[config.mk]
export PLATFORM = sky130hd
export DESIGN_NAME = sta_lta_event_detector_flat
export DESIGN_NICKNAME = d
export VERILOG_FILES = /design/src/rtl/sld_pkg.sv /design/src/rtl/sld_stream_if.sv /design/src/rtl/sld_cell.sv /design/src/rtl/sld_mul.sv /design/src/rtl/sta_lta_event_detector.sv /design/src/flat_wrapper.sv
export VERILOG_INCLUDE_DIRS = /design/src /design/src/rtl
export SDC_FILE = /design/constraint.sdc
export NUM_CORES = 2
export LEC_CHECK = 0
export BUFFER_PORTS_ARGS = -buffer_cell sky130_fd_sc_hd__buf_2
export CAP_MARGIN = 20
export CORE_ASPECT_RATIO = 1.5
export CORE_UTILIZATION = 55
export CTS_CLUSTER_SIZE = 25
export DETAILED_ROUTE_END_ITERATION = 6
export PLACE_DENSITY = 0.75
export SETUP_SLACK_MARGIN = 0.4
export SLEW_MARGIN = 10
export SYNTH_ARGS = -nofsm -noshare
export SYNTH_HDL_FRONTEND = slang
export SYNTH_SLANG_ARGS = --single-unit
[constraint.sdc]
create_clock -name clk_i -period 12.44 [get_ports clk_i]
set_clock_uncertainty 0.1 [all_clocks]
set_input_delay 2.488 -clock clk_i [delete_from_list [all_inputs] [get_ports clk_i]]
set_output_delay 2.488 -clock clk_i [all_outputs]
set_load 0.05 [all_outputs]
[src/rtl/sta_lta_event_detector_assert.svh]
// Assertion macros for the STA/LTA event detector.
// SLD_ASSERT takes an explicit clock and active-low reset;
// SLD_ASSERT_DEF uses clk_i and rst_ni of the enclosing module.
`ifndef STA_LTA_EVENT_DETECTOR_ASSERT_SVH
`define STA_LTA_EVENT_DETECTOR_ASSERT_SVH

`ifndef SYNTHESIS
`define SLD_ASSERT(lbl, clk, rstn, prop) \
  lbl: assert property (@(posedge clk) disable iff (!rstn) (prop)) \
    else $error("sta_lta_event_detector: assertion failed");
`define SLD_ASSERT_DEF(lbl, prop) `SLD_ASSERT(lbl, clk_i, rst_ni, prop)
`else
`define SLD_ASSERT(lbl, clk, rstn, prop)
`define SLD_ASSERT_DEF(lbl, prop)
`endif

`endif

[src/rtl/sld_pkg.sv]
`timescale 1ns / 1ps

package sld_pkg;

  // Threshold register, unsigned Q8.8
  localparam int THR_W = 16;
  localparam logic [THR_W-1:0] THR_RESET = 16'd256;

  // Event index and sample counter
  localparam int IDX_W = 32;
  localparam logic [IDX_W-1:0] IDX_MAX = '1;

  // Shared multiplier operand A width; long sums are split into chunks of this size
  localparam int MUL_A_W = 32;

endpackage

[src/rtl/sld_stream_if.sv]
`timescale 1ns / 1ps

interface sld_sample_if #(
  parameter int SampleBits = 16
);
  logic                         valid;
  logic                         ready;
  logic signed [SampleBits-1:0] sample;

  modport source (output valid, output sample, input ready);
  modport sink   (input valid, input sample, output ready);
endinterface

interface sld_event_if import sld_pkg::*; ();
  logic             valid;
  logic             ready;
  logic [IDX_W-1:0] event_index;

  modport source (output valid, output event_index, input ready);
  modport sink   (input valid, input event_index, output ready);
endinterface

[src/rtl/sld_cell.sv]
`timescale 1ns / 1ps

// One stage of the square delay line: load from the left neighbor on shift.
module sld_cell #(
  parameter int WIDTH = 31
) (
  input  logic             clk_i,
  input  logic             rst_ni,
  input  logic             shift_i,
  input  logic [WIDTH-1:0] d_i,
  output logic [WIDTH-1:0] q_o
);

  logic [WIDTH-1:0] val_q;
  logic [WIDTH-1:0] val_d;

  assign val_d = shift_i ? d_i : val_q;

  always_ff @(posedge clk_i or negedge rst_ni) begin
    if (!rst_ni) begin
      val_q <= '0;
    end else begin
      val_q <= val_d;
    end
  end

  assign q_o = val_q;

endmodule

[src/rtl/sld_mul.sv]
`timescale 1ns / 1ps

// Shared unsigned multiplier with a registered product.
module sld_mul #(
  parameter int A_W = 32,
  parameter int B_W = 18
) (
  input  logic               clk_i,
  input  logic [A_W-1:0]     a_i,
  input  logic [B_W-1:0]     b_i,
  output logic [A_W+B_W-1:0] p_o
);

  logic [A_W+B_W-1:0] prod_q;
  logic [A_W+B_W-1:0] prod_d;

  assign prod_d = (A_W + B_W)'(a_i) * (A_W + B_W)'(b_i);

  always_ff @(posedge clk_i) begin
    prod_q <= prod_d;
  end

  assign p_o = prod_q;

endmodule

[src/rtl/sta_lta_event_detector.sv]
`timescale 1ns / 1ps

// STA/LTA seismic event detector.
// Input channel sample_i (valid/ready) carries one signed sample per transaction.
// Output channel event_o (valid/ready) carries the zero-based index of each sample
// whose short-window mean power exceeds ratio_threshold (unsigned Q8.8) times the
// long-window mean power; samples that do not trigger produce no transaction.
// Squares of the last LONG_LEN samples move through a row of delay cells; running
// short and long sums are updated from fixed taps of that row.
// Timing: a sequencer steps each sample through one shared multiplier (square,
// then two 32-bit chunks of long_sum * SHORT_LEN * threshold), an accumulate and
// a final compare; an event is registered on event_o when the compare finishes.
// sample_i.ready is high only while the sequencer is idle.
// Configuration: write ratio_threshold with cfg_we_i / cfg_wdata_i while idle.
// Reset (rst_ni low, asynchronous) clears delay cells, sums, counter and output
// valid, and sets the threshold to 1.0 (256).
// Stall: the result sits in an output register; if it is still held when the next
// compare finishes, the sequencer waits in its compare step until event_o drains.
// The sample counter saturates at all ones; later events report that index.
module sta_lta_event_detector import sld_pkg::*; #(
  parameter int SHORT_LEN   = 2,
  parameter int LONG_LEN    = 5,
  parameter int SAMPLE_BITS = 16
) (
  input  logic             clk_i,
  input  logic             rst_ni,
  input  logic             cfg_we_i,
  input  logic [THR_W-1:0] cfg_wdata_i,
  sld_sample_if.sink       sample_i,
  sld_event_if.source      event_o
);

`include "sta_lta_event_detector_assert.svh"

  // Widths
  localparam int SQ_W   = 2 * SAMPLE_BITS - 1;
  localparam int LS_W   = SQ_W + $clog2(LONG_LEN);
  localparam int SS_W   = (SHORT_LEN > 1) ? SQ_W + $clog2(SHORT_LEN) : SQ_W;
  localparam int KS_W   = THR_W + $clog2(SHORT_LEN + 1);
  localparam int MB_W   = (KS_W > SAMPLE_BITS) ? KS_W : SAMPLE_BITS;
  localparam int P_W    = MUL_A_W + MB_W;
  localparam int PAD_W  = 2 * MUL_A_W;
  localparam int LHS_W  = SS_W + 8 + $clog2(LONG_LEN + 1);
  localparam int RHS_W  = PAD_W + KS_W;
  localparam int CMP_W  = (LHS_W > RHS_W) ? LHS_W : RHS_W;

  // Sequencer states
  localparam logic [2:0] S_IDLE = 3'd0;
  localparam logic [2:0] S_SQ   = 3'd1;
  localparam logic [2:0] S_UPD  = 3'd2;
  localparam logic [2:0] S_LO   = 3'd3;
  localparam logic [2:0] S_HI   = 3'd4;
  localparam logic [2:0] S_ACC  = 3'd5;
  localparam logic [2:0] S_CMP  = 3'd6;

  logic [2:0]             state_q, state_d;
  logic [THR_W-1:0]       thr_q, thr_d;
  logic [SAMPLE_BITS-1:0] mag_q, mag_d;
  logic [LS_W-1:0]        long_q, long_d;
  logic [SS_W-1:0]        short_q, short_d;
  logic [IDX_W-1:0]       count_q, count_d;
  logic [CMP_W-1:0]       lhs_q, lhs_d;
  logic [CMP_W-1:0]       acc_q, acc_d;
  logic [CMP_W-1:0]       rhs_q, rhs_d;
  logic                   ev_valid_q, ev_valid_d;
  logic [IDX_W-1:0]       ev_idx_q, ev_idx_d;

  logic [SAMPLE_BITS-1:0] sample_bits;
  logic                   in_fire;
  logic [KS_W-1:0]        ksh;
  logic [PAD_W-1:0]       long_pad;
  logic [MUL_A_W-1:0]     mul_a;
  logic [MB_W-1:0]        mul_b;
  logic [P_W-1:0]         mul_p;
  logic [SQ_W-1:0]        sq;
  logic                   shift;
  logic                   hit;
  logic                   can_finish;
  logic [SQ_W-1:0]        tap [LONG_LEN];

  assign sample_bits = sample_i.sample[SAMPLE_BITS-1:0];
  assign in_fire     = sample_i.valid && sample_i.ready;
  assign sample_i.ready = (state_q == S_IDLE);

  // Magnitude; the most negative sample wraps to 2^(SAMPLE_BITS-1), as unsigned
  assign mag_d = sample_bits[SAMPLE_BITS-1] ? (SAMPLE_BITS'(0) - sample_bits) : sample_bits;

  assign ksh      = KS_W'(thr_q) * KS_W'(SHORT_LEN);
  assign long_pad = PAD_W'(long_q);
  assign sq       = mul_p[SQ_W-1:0];
  assign shift    = (state_q == S_UPD);

  // Share the multiplier: square first, then long_sum chunks times SHORT_LEN * threshold
  always_comb begin
    mul_a = '0;
    mul_b = '0;
    unique case (state_q)
      S_SQ: begin
        mul_a = MUL_A_W'(mag_q);
        mul_b = MB_W'(mag_q);
      end
      S_LO: begin
        mul_a = long_pad[MUL_A_W-1:0];
        mul_b = MB_W'(ksh);
      end
      S_HI: begin
        mul_a = long_pad[PAD_W-1:MUL_A_W];
        mul_b = MB_W'(ksh);
      end
      default: begin
        mul_a = '0;
        mul_b = '0;
      end
    endcase
  end

  sld_mul #(
    .A_W (MUL_A_W),
    .B_W (MB_W)
  ) u_mul (
    .clk_i (clk_i),
    .a_i   (mul_a),
    .b_i   (mul_b),
    .p_o   (mul_p)
  );

  // Delay line of squares: cell 0 holds the newest, cell LONG_LEN-1 the oldest
  for (genvar k = 0; k < LONG_LEN; k++) begin : g_cell
    logic [SQ_W-1:0] cell_d;
    if (k == 0) begin : g_head
      assign cell_d = sq;
    end else begin : g_link
      assign cell_d = tap[k-1];
    end
    sld_cell #(
      .WIDTH (SQ_W)
    ) u_cell (
      .clk_i   (clk_i),
      .rst_ni  (rst_ni),
      .shift_i (shift),
      .d_i     (cell_d),
      .q_o     (tap[k])
    );
  end

  // Trigger: warmed up, nonzero long power and LONG*256*short > SHORT*thr*long
  assign hit = (count_q >= IDX_W'(LONG_LEN - 1)) && (long_q != '0) && (lhs_q > rhs_q);
  assign can_finish = !ev_valid_q || event_o.ready;

  always_comb begin
    state_d    = state_q;
    thr_d      = cfg_we_i ? cfg_wdata_i : thr_q;
    long_d     = long_q;
    short_d    = short_q;
    count_d    = count_q;
    lhs_d      = lhs_q;
    acc_d      = acc_q;
    rhs_d      = rhs_q;
    ev_idx_d   = ev_idx_q;
    // Drop the held event once the receiver takes it
    ev_valid_d = ev_valid_q && !event_o.ready;

    unique case (state_q)
      S_IDLE: begin
        if (in_fire) begin
          state_d = S_SQ;
        end
      end
      S_SQ: begin
        state_d = S_UPD;
      end
      S_UPD: begin
        // The oldest square leaves the long window, the one SHORT_LEN back the short
        long_d  = long_q + LS_W'(sq) - LS_W'(tap[LONG_LEN-1]);
        short_d = short_q + SS_W'(sq) - SS_W'(tap[SHORT_LEN-1]);
        state_d = S_LO;
      end
      S_LO: begin
        lhs_d   = CMP_W'(short_q) * CMP_W'(LONG_LEN * 256);
        state_d = S_HI;
      end
      S_HI: begin
        acc_d   = CMP_W'(mul_p);
        state_d = S_ACC;
      end
      S_ACC: begin
        rhs_d   = (CMP_W'(mul_p) << MUL_A_W) + acc_q;
        state_d = S_CMP;
      end
      S_CMP: begin
        // Hold here while an earlier event still waits on event_o
        if (can_finish) begin
          if (hit) begin
            ev_valid_d = 1'b1;
            ev_idx_d   = count_q;
          end
          if (count_q != IDX_MAX) begin
            count_d = count_q + IDX_W'(1);
          end
          state_d = S_IDLE;
        end
      end
      default: begin
        state_d = S_IDLE;
      end
    endcase
  end

  always_ff @(posedge clk_i or negedge rst_ni) begin
    if (!rst_ni) begin
      state_q    <= S_IDLE;
      thr_q      <= THR_RESET;
      long_q     <= '0;
      short_q    <= '0;
      count_q    <= '0;
      ev_valid_q <= 1'b0;
    end else begin
      state_q    <= state_d;
      thr_q      <= thr_d;
      long_q     <= long_d;
      short_q    <= short_d;
      count_q    <= count_d;
      ev_valid_q <= ev_valid_d;
    end
  end

  always_ff @(posedge clk_i) begin
    if (in_fire) begin
      mag_q <= mag_d;
    end
    lhs_q    <= lhs_d;
    acc_q    <= acc_d;
    rhs_q    <= rhs_d;
    ev_idx_q <= ev_idx_d;
  end

  assign event_o.valid       = ev_valid_q;
  assign event_o.event_index = ev_idx_q;

  // An event is only raised by the compare step
  `SLD_ASSERT_DEF(a_event_from_cmp, $rose(ev_valid_q) |-> ($past(state_q) == S_CMP))
  // The short window is part of the long window
  `SLD_ASSERT_DEF(a_short_le_long, LS_W'(short_q) <= long_q)
  // The sample counter advances only when a sample completes
  `SLD_ASSERT_DEF(a_count_at_cmp, (state_q != S_CMP) |=> $stable(count_q))

endmodule

[src/flat_wrapper.sv]
// flat-port wrapper written by rule: the top's interface ports become plain ports
module sta_lta_event_detector_flat import sld_pkg::*;
#(
  parameter int SHORT_LEN   = 2,
  parameter int LONG_LEN    = 5,
  parameter int SAMPLE_BITS = 16
)
  (clk_i, rst_ni, cfg_we_i, cfg_wdata_i, sample_i_valid, sample_i_sample, sample_i_ready, event_o_valid, event_o_event_index, event_o_ready);
  sld_sample_if #(.SampleBits(SAMPLE_BITS)) sample_i_i ();
  sld_event_if event_o_i ();
  input  logic clk_i;
  input  logic rst_ni;
  input  logic cfg_we_i;
  input  logic [THR_W-1:0] cfg_wdata_i;
  input wire logic [$bits(sample_i_i.valid)-1:0] sample_i_valid;
  input wire logic [$bits(sample_i_i.sample)-1:0] sample_i_sample;
  output wire logic [$bits(sample_i_i.ready)-1:0] sample_i_ready;
  output wire logic [$bits(event_o_i.valid)-1:0] event_o_valid;
  output wire logic [$bits(event_o_i.event_index)-1:0] event_o_event_index;
  input wire logic [$bits(event_o_i.ready)-1:0] event_o_ready;
  assign sample_i_i.valid = sample_i_valid;
  assign sample_i_i.sample = sample_i_sample;
  assign sample_i_ready = sample_i_i.ready;
  assign event_o_valid = event_o_i.valid;
  assign event_o_event_index = event_o_i.event_index;
  assign event_o_i.ready = event_o_ready;
  sta_lta_event_detector #(.SHORT_LEN(SHORT_LEN), .LONG_LEN(LONG_LEN), .SAMPLE_BITS(SAMPLE_BITS)) u_core (.clk_i(clk_i), .rst_ni(rst_ni), .cfg_we_i(cfg_we_i), .cfg_wdata_i(cfg_wdata_i), .sample_i(sample_i_i), .event_o(event_o_i));
endmodule
-- Word-level counts from Yosys, hierarchy flattened
Index checks and enable logic that the tools add are counted.
- flip-flop bits (word level): 538
- input bits: 37
- add/sub/neg operators: 7
- multiply operators: 2
- order comparisons: 2
- equal/unequal tests: 9
- multiplexer cells: 9
- reductions and logical operators: 13
- operators by type and width (cell ; count):
    $pmux 32 s3 ; 1
    $add 82x50->82 ; 1
    $gt 43x82->1 ; 1
    $mul 32x17->49 ; 1
    $mul 32x3->35 const B ; 1
    $add 34x31->34 ; 1
    $pmux 17 s2 ; 1
    $reduce_bool 34->1 ; 1
    $sub 34x31->34 ; 1
    $add 32x1->32 const B ; 1
    $add 32x31->32 ; 1
    $ge 32x3->1 const B ; 1
    $ne 32x32->1 const B ; 1
    $sub 32x31->32 ; 1
    $pmux 3 s7 ; 1
    $sub 1x16->16 const A ; 1
    $mux 15 ; 1
    $eq 3x3->1 const B ; 3
    $eq 3x2->1 const B ; 2
    $mux 3 ; 2
    $reduce_and 3->1 ; 2
    $logic_and 1x1->1 ; 4
    $eq 3x1->1 const B ; 1
    $logic_not 3->1 ; 1
    7 further kinds ; 10

-- Longest topological paths before layout
- word-level depth: 6
- gate-level depth with buffers: 30
- gate-level depth less buffers: 27

-- Cells and area by module
From an unflattened synthesis, not the netlist that was laid out.
- cell total of the unflattened synthesis: 4483
- area, all modules: 46035.4 um^2
- modules (own cells, without submodules) (module ; instances ; cells an instance ; area each (um^2) ; sequential area each (um^2)):
    sta_lta_event_detector ; 1 ; 2001 ; 21162.8 ; 9410.3
    sld_mul ; 1 ; 2157 ; 19079.5 ; 1001.0
    sld_cell ; 5 ; 65 ; 1158.6 ; 775.7

-- Least setup slack after synthesis
OpenSTA, ideal clock, no wires.
- path kind: reg-to-reg
- start point: register u_core.state_q[0]
- end point: register u_core.u_mul.prod_q[47], in the netlist u_core.u_mul.p_o[47]
- arrival time: 8.791 ns
- data required time: 12.204 ns
- slack: 3.413 ns
- stages on the path, launching flop included: 30
- period minus slack after synthesis: 9.027 ns
- path through: dfrtp_1 > clkbuf_1 > nor3b_1 > clkbuf_1 > nand2_1 > o21ai_1 > clkbuf_1 > nand2_1 > fa_1 > inv_1 > fa_1 > inv_1 > fa_1 > inv_1 > fa_1 > fa_1 > inv_1 > fa_1 > inv_1 > ha_1 > clkbuf_1 > a21o_1 > a21o_1 > a21oi_1 > o21ba_2 > o21ai_0 > a221oi_1 > a21boi_0 > o41ai_1 > xor2_1
- word-level cells in the longest chain between the ends: 4
- RTL lines (element ; RTL line ; source):
    start, declared ; sta_lta_event_detector.sv:56 ; logic [2:0] state_q, state_d;
    start signal, assigned ; sta_lta_event_detector.sv:218 ; state_q <= state_d;
    $eq 3x2->1 or $eq 3x3->1 (tied branches) ; sta_lta_event_detector.sv:97 ; unique case (state_q)
    $reduce_or 2->1 (no line) ; n/a ;
    $pmux 17 s2 ; sta_lta_event_detector.sv:97 ;
    $mul 32x17->49 * ; sld_mul.sv:17 ; assign prod_d = (A_W + B_W)'(a_i) * (A_W + B_W)'(b_i);
    net u_core.u_mul.prod_d[47] ; sld_mul.sv:15 ; logic [A_W+B_W-1:0] prod_d;
    end signal, assigned ; sld_mul.sv:20 ; prod_q <= prod_d;
    end, declared ; sld_mul.sv:14 ; logic [A_W+B_W-1:0] prod_q;
The timed path passes the listed nets; every way through them passes the cells marked *.
A chain may end at the register's enable or synchronous reset.

-- Worst setup path after layout
- start point: register u_core.state_q[2]
- end point: register u_core.u_mul.prod_q[43], in the netlist u_core.u_mul.p_o[43]
Same word-level chain as after synthesis.

==> impl_metrics.env <==
export IMPL_setup_viol=0
export IMPL_synth_most_common_cell="nand2_1"
export IMPL_die_width_um=236
export IMPL_cts_tree="yes"
export IMPL_ioPinCount=71
export IMPL_avgViaCountPerCell=5.68
export IMPL_start_util_pct=55.7
export IMPL_slew_headroom_pct=22.8
export IMPL_die_area_um2=83500
export IMPL_ys_flop_type="dfrtp_1"
export IMPL_root_buffer="clkbuf_16"
export IMPL_crit_fanout=53
export IMPL_path_class="reg2reg"
export IMPL_detailed_place_hpwl_um=93700
export IMPL_ys_seq_area_share_pct=31.4
export IMPL_cts_resized_gates=0
export IMPL_num_rows=128
export IMPL_timing_final_crit_period_ns=9.25
export IMPL_syn_inst=4875
export IMPL_drive_gt1_share_pct=5.12
export IMPL_gp_congestion=0.993
export IMPL_status="complete, no violations"
export IMPL_rsz0062_at_grt="no"
export IMPL_clock_sinks=536
export IMPL_worstReg2RegEnd="u_core.u_mul.p_o[43]"
export IMPL_cts_made_buffers=51
export IMPL_yosysTopAreaCell="fa_1"
export IMPL_grt_use_total_pct=29.8
export IMPL_r2r_cells=25
export IMPL_yosys_warnings=0
export IMPL_synth_edf_count=214
export IMPL_cts_path_max_buffers=3
export IMPL_async_reset_ff_share_pct=50.9
export IMPL_drt_wl_total_um=120000
export IMPL_worstSkewPairLatency_ns=0.64
export IMPL_area_growth_pct=7.16
export IMPL_slowest_delay_ns=0.82
export IMPL_avgSynthCellArea_um2=9.29
export IMPL_hp_class="reg2reg"
export IMPL_multi_input_area_um2=27300
export IMPL_cap_violations=0
export IMPL_crit_path_end_kind="flip-flop"
export IMPL_cts_clk_slew_worst_paths_ns=0.07
export IMPL_hold_violations=0
export IMPL_synthesis_area_um2=45300
export IMPL_nFillCells=6814
export IMPL_finalSetupTns_ns=0
export IMPL_first_pass_iters=6
export IMPL_cts_max_level=2
export IMPL_die_h_um=354
export IMPL_crit_required_ns=12.85
export IMPL_cp_arrival_ns=9.66
export IMPL_finalCritPeriodShare_pct=74.4
export IMPL_grt_max_degree=148
export IMPL_ant_nets=0
export IMPL_route_detailed_drc=0
export IMPL_numPortBuffers=70
export IMPL_worst_pin_slew_ns=1.14
export IMPL_critical_path_slowest_cell="nor3b_2"
export IMPL_min_to="u_core.rhs_q[21]"
export IMPL_cpMostUsedCell="fa_1"
export IMPL_postCtsSetupBuffers=0
export IMPL_rr_startpoint="u_core.state_q[2]"
export IMPL_n_antenna_cell=0
export IMPL_synth_commonest_cells="nand2_1, inv_1, fa_1"
export IMPL_hold_depth=0
export IMPL_num_vias=33900
export IMPL_register_area_um2=14200
export IMPL_final_nets=5738
export IMPL_grt_pass1_vias=35900
export IMPL_netlist_area_leader_share_pct=22.7
export IMPL_synth_top_cells_by_area="fa_1, dfrtp_1, edfxtp_1"
export IMPL_crit_path_start_kind="flip-flop"
export IMPL_reg2reg_setup_slack_ns=3.19
export IMPL_fmax_ghz=0.108
export IMPL_fin_area_um2=48500
export IMPL_ctsHoldBuffers=0
export IMPL_antenna_found_initial=0
export IMPL_grt_pass1_wl_um=193000
export IMPL_worst_path_buf_inv=5
export IMPL_ys_ff_latch=536
export IMPL_placeableCoreArea_um2=81400
export IMPL_ys_types=74
export IMPL_drv_slew=0
export IMPL_overflow=0
export IMPL_min_from="u_core.acc_q[21]"
export IMPL_placed_cell_area_um2=46800
export IMPL_drt_iter0_markers=2317
export IMPL_cpLargestDelayFamily="adder cells"
export IMPL_wl_per_cell_um=20.1
-- worst reg2reg max path: cells and delay by family (launching register included) --
family	cells	cell delay, ns
simple gates	3	1.13
compound gates	9	2.19
fa+ha+maj	7	3.53
buf+inv	5	1.24
xor+xnor	1	0.17
flops	1	0.76
-- kinds of logic after synthesis --
kind of cell,count (synthesis),share of synthesized area (%)
simple gates,1606,15.2
fa+ha+maj,818,31.1
mux,22,0.533
flops,536,31.4
xor+xnor,208,4.02
compound gates,637,9.00
buf+inv,1047,8.68
other cells,1,0.00828
-- through the flow --
stage                     hold WS [ns]  instances  utilization, %  worst slack (ns)
after global routing             0.318       5966            59.7              2.81
after CTS                        0.311       5966            59.7              3.31
final                            0.315       5966            59.7              3.19
after floorplan                  0.300       4890               -              3.41
after global placement           0.301       5870            57.5              3.50
after detailed placement         0.305       5870            57.5              3.34
-- registers in the layout, summed over array words and instances (netlist names) --
name,flops
u_core.state_q,3
u_core.u_mul.p_o,49
u_core.acc_q,49
u_core.mag_q,16
u_core.rhs_q,82
u_core.event_o.valid,1
u_core.lhs_q,35
u_core.long_q,34
u_core.g_cell.u_cell.q_o,155
u_core.short_q,32
u_core.event_o.event_index,32
u_core.thr_q,16
u_core.count_q,32
-- placed cells by master, fill, tap and decap left out, types with 23 or more instances in the layout --
master / count
a21o_1: 95
a21oi_1: 169
and2_1: 26
and3_1: 42
buf_2: 69
buf_4: 43
clkbuf_16: 52
dfrtp_1: 271
dfxtp_1: 49
edfxtp_1: 214
fa_1: 513
ha_1: 305
inv_1: 873
nand2_1: 973
nand2b_1: 28
nand3_1: 58
nand4_1: 47
nor2_1: 250
nor2b_1: 29
nor3_1: 66
nor4_1: 27
o21a_1: 34
o21ai_0: 155
o21bai_1: 23
xnor2_1: 133
xor2_1: 75
-- worst max-delay path by stage --
| stage | from | to | cells after the start |
|---|---|---|---|
| 2_1_floorplan | u_core.state_q[0] | u_core.u_mul.p_o[47] | 29 |
| 3_3_place_gp | u_core.state_q[2] | u_core.u_mul.p_o[40] | 25 |
| 3_5_place_dp | u_core.state_q[2] | u_core.u_mul.p_o[40] | 25 |
| 4_1_cts | u_core.state_q[2] | u_core.u_mul.p_o[40] | 25 |
| 5_1_grt | u_core.state_q[2] | u_core.u_mul.p_o[43] | 25 |
| 6_report | u_core.state_q[2] | u_core.u_mul.p_o[43] | 25 |
-- final cells by class --
class,count,area share [%]
Clock buffer,57,2.76
Clock inverter,39,0.892
Multi-Input combinational cell,3307,56.1
Inverter,873,6.75
Timing Repair Buffer,114,1.45
Sequential cell,536,29.3
Tap cell,1040,2.68
-- layer usage --
metal	vias to the layer above	GRT usage, %	routed length, um
met5	-	0	0
met4	0	21.6	9990
met3	477	3.66	6320
met2	1155	52.5	60600
met1	16800	33.1	43200
li1	15500	-	-
Power is not shown: default switching activity piles up to over one toggle a cycle in this logic, so the estimate is an artifact.
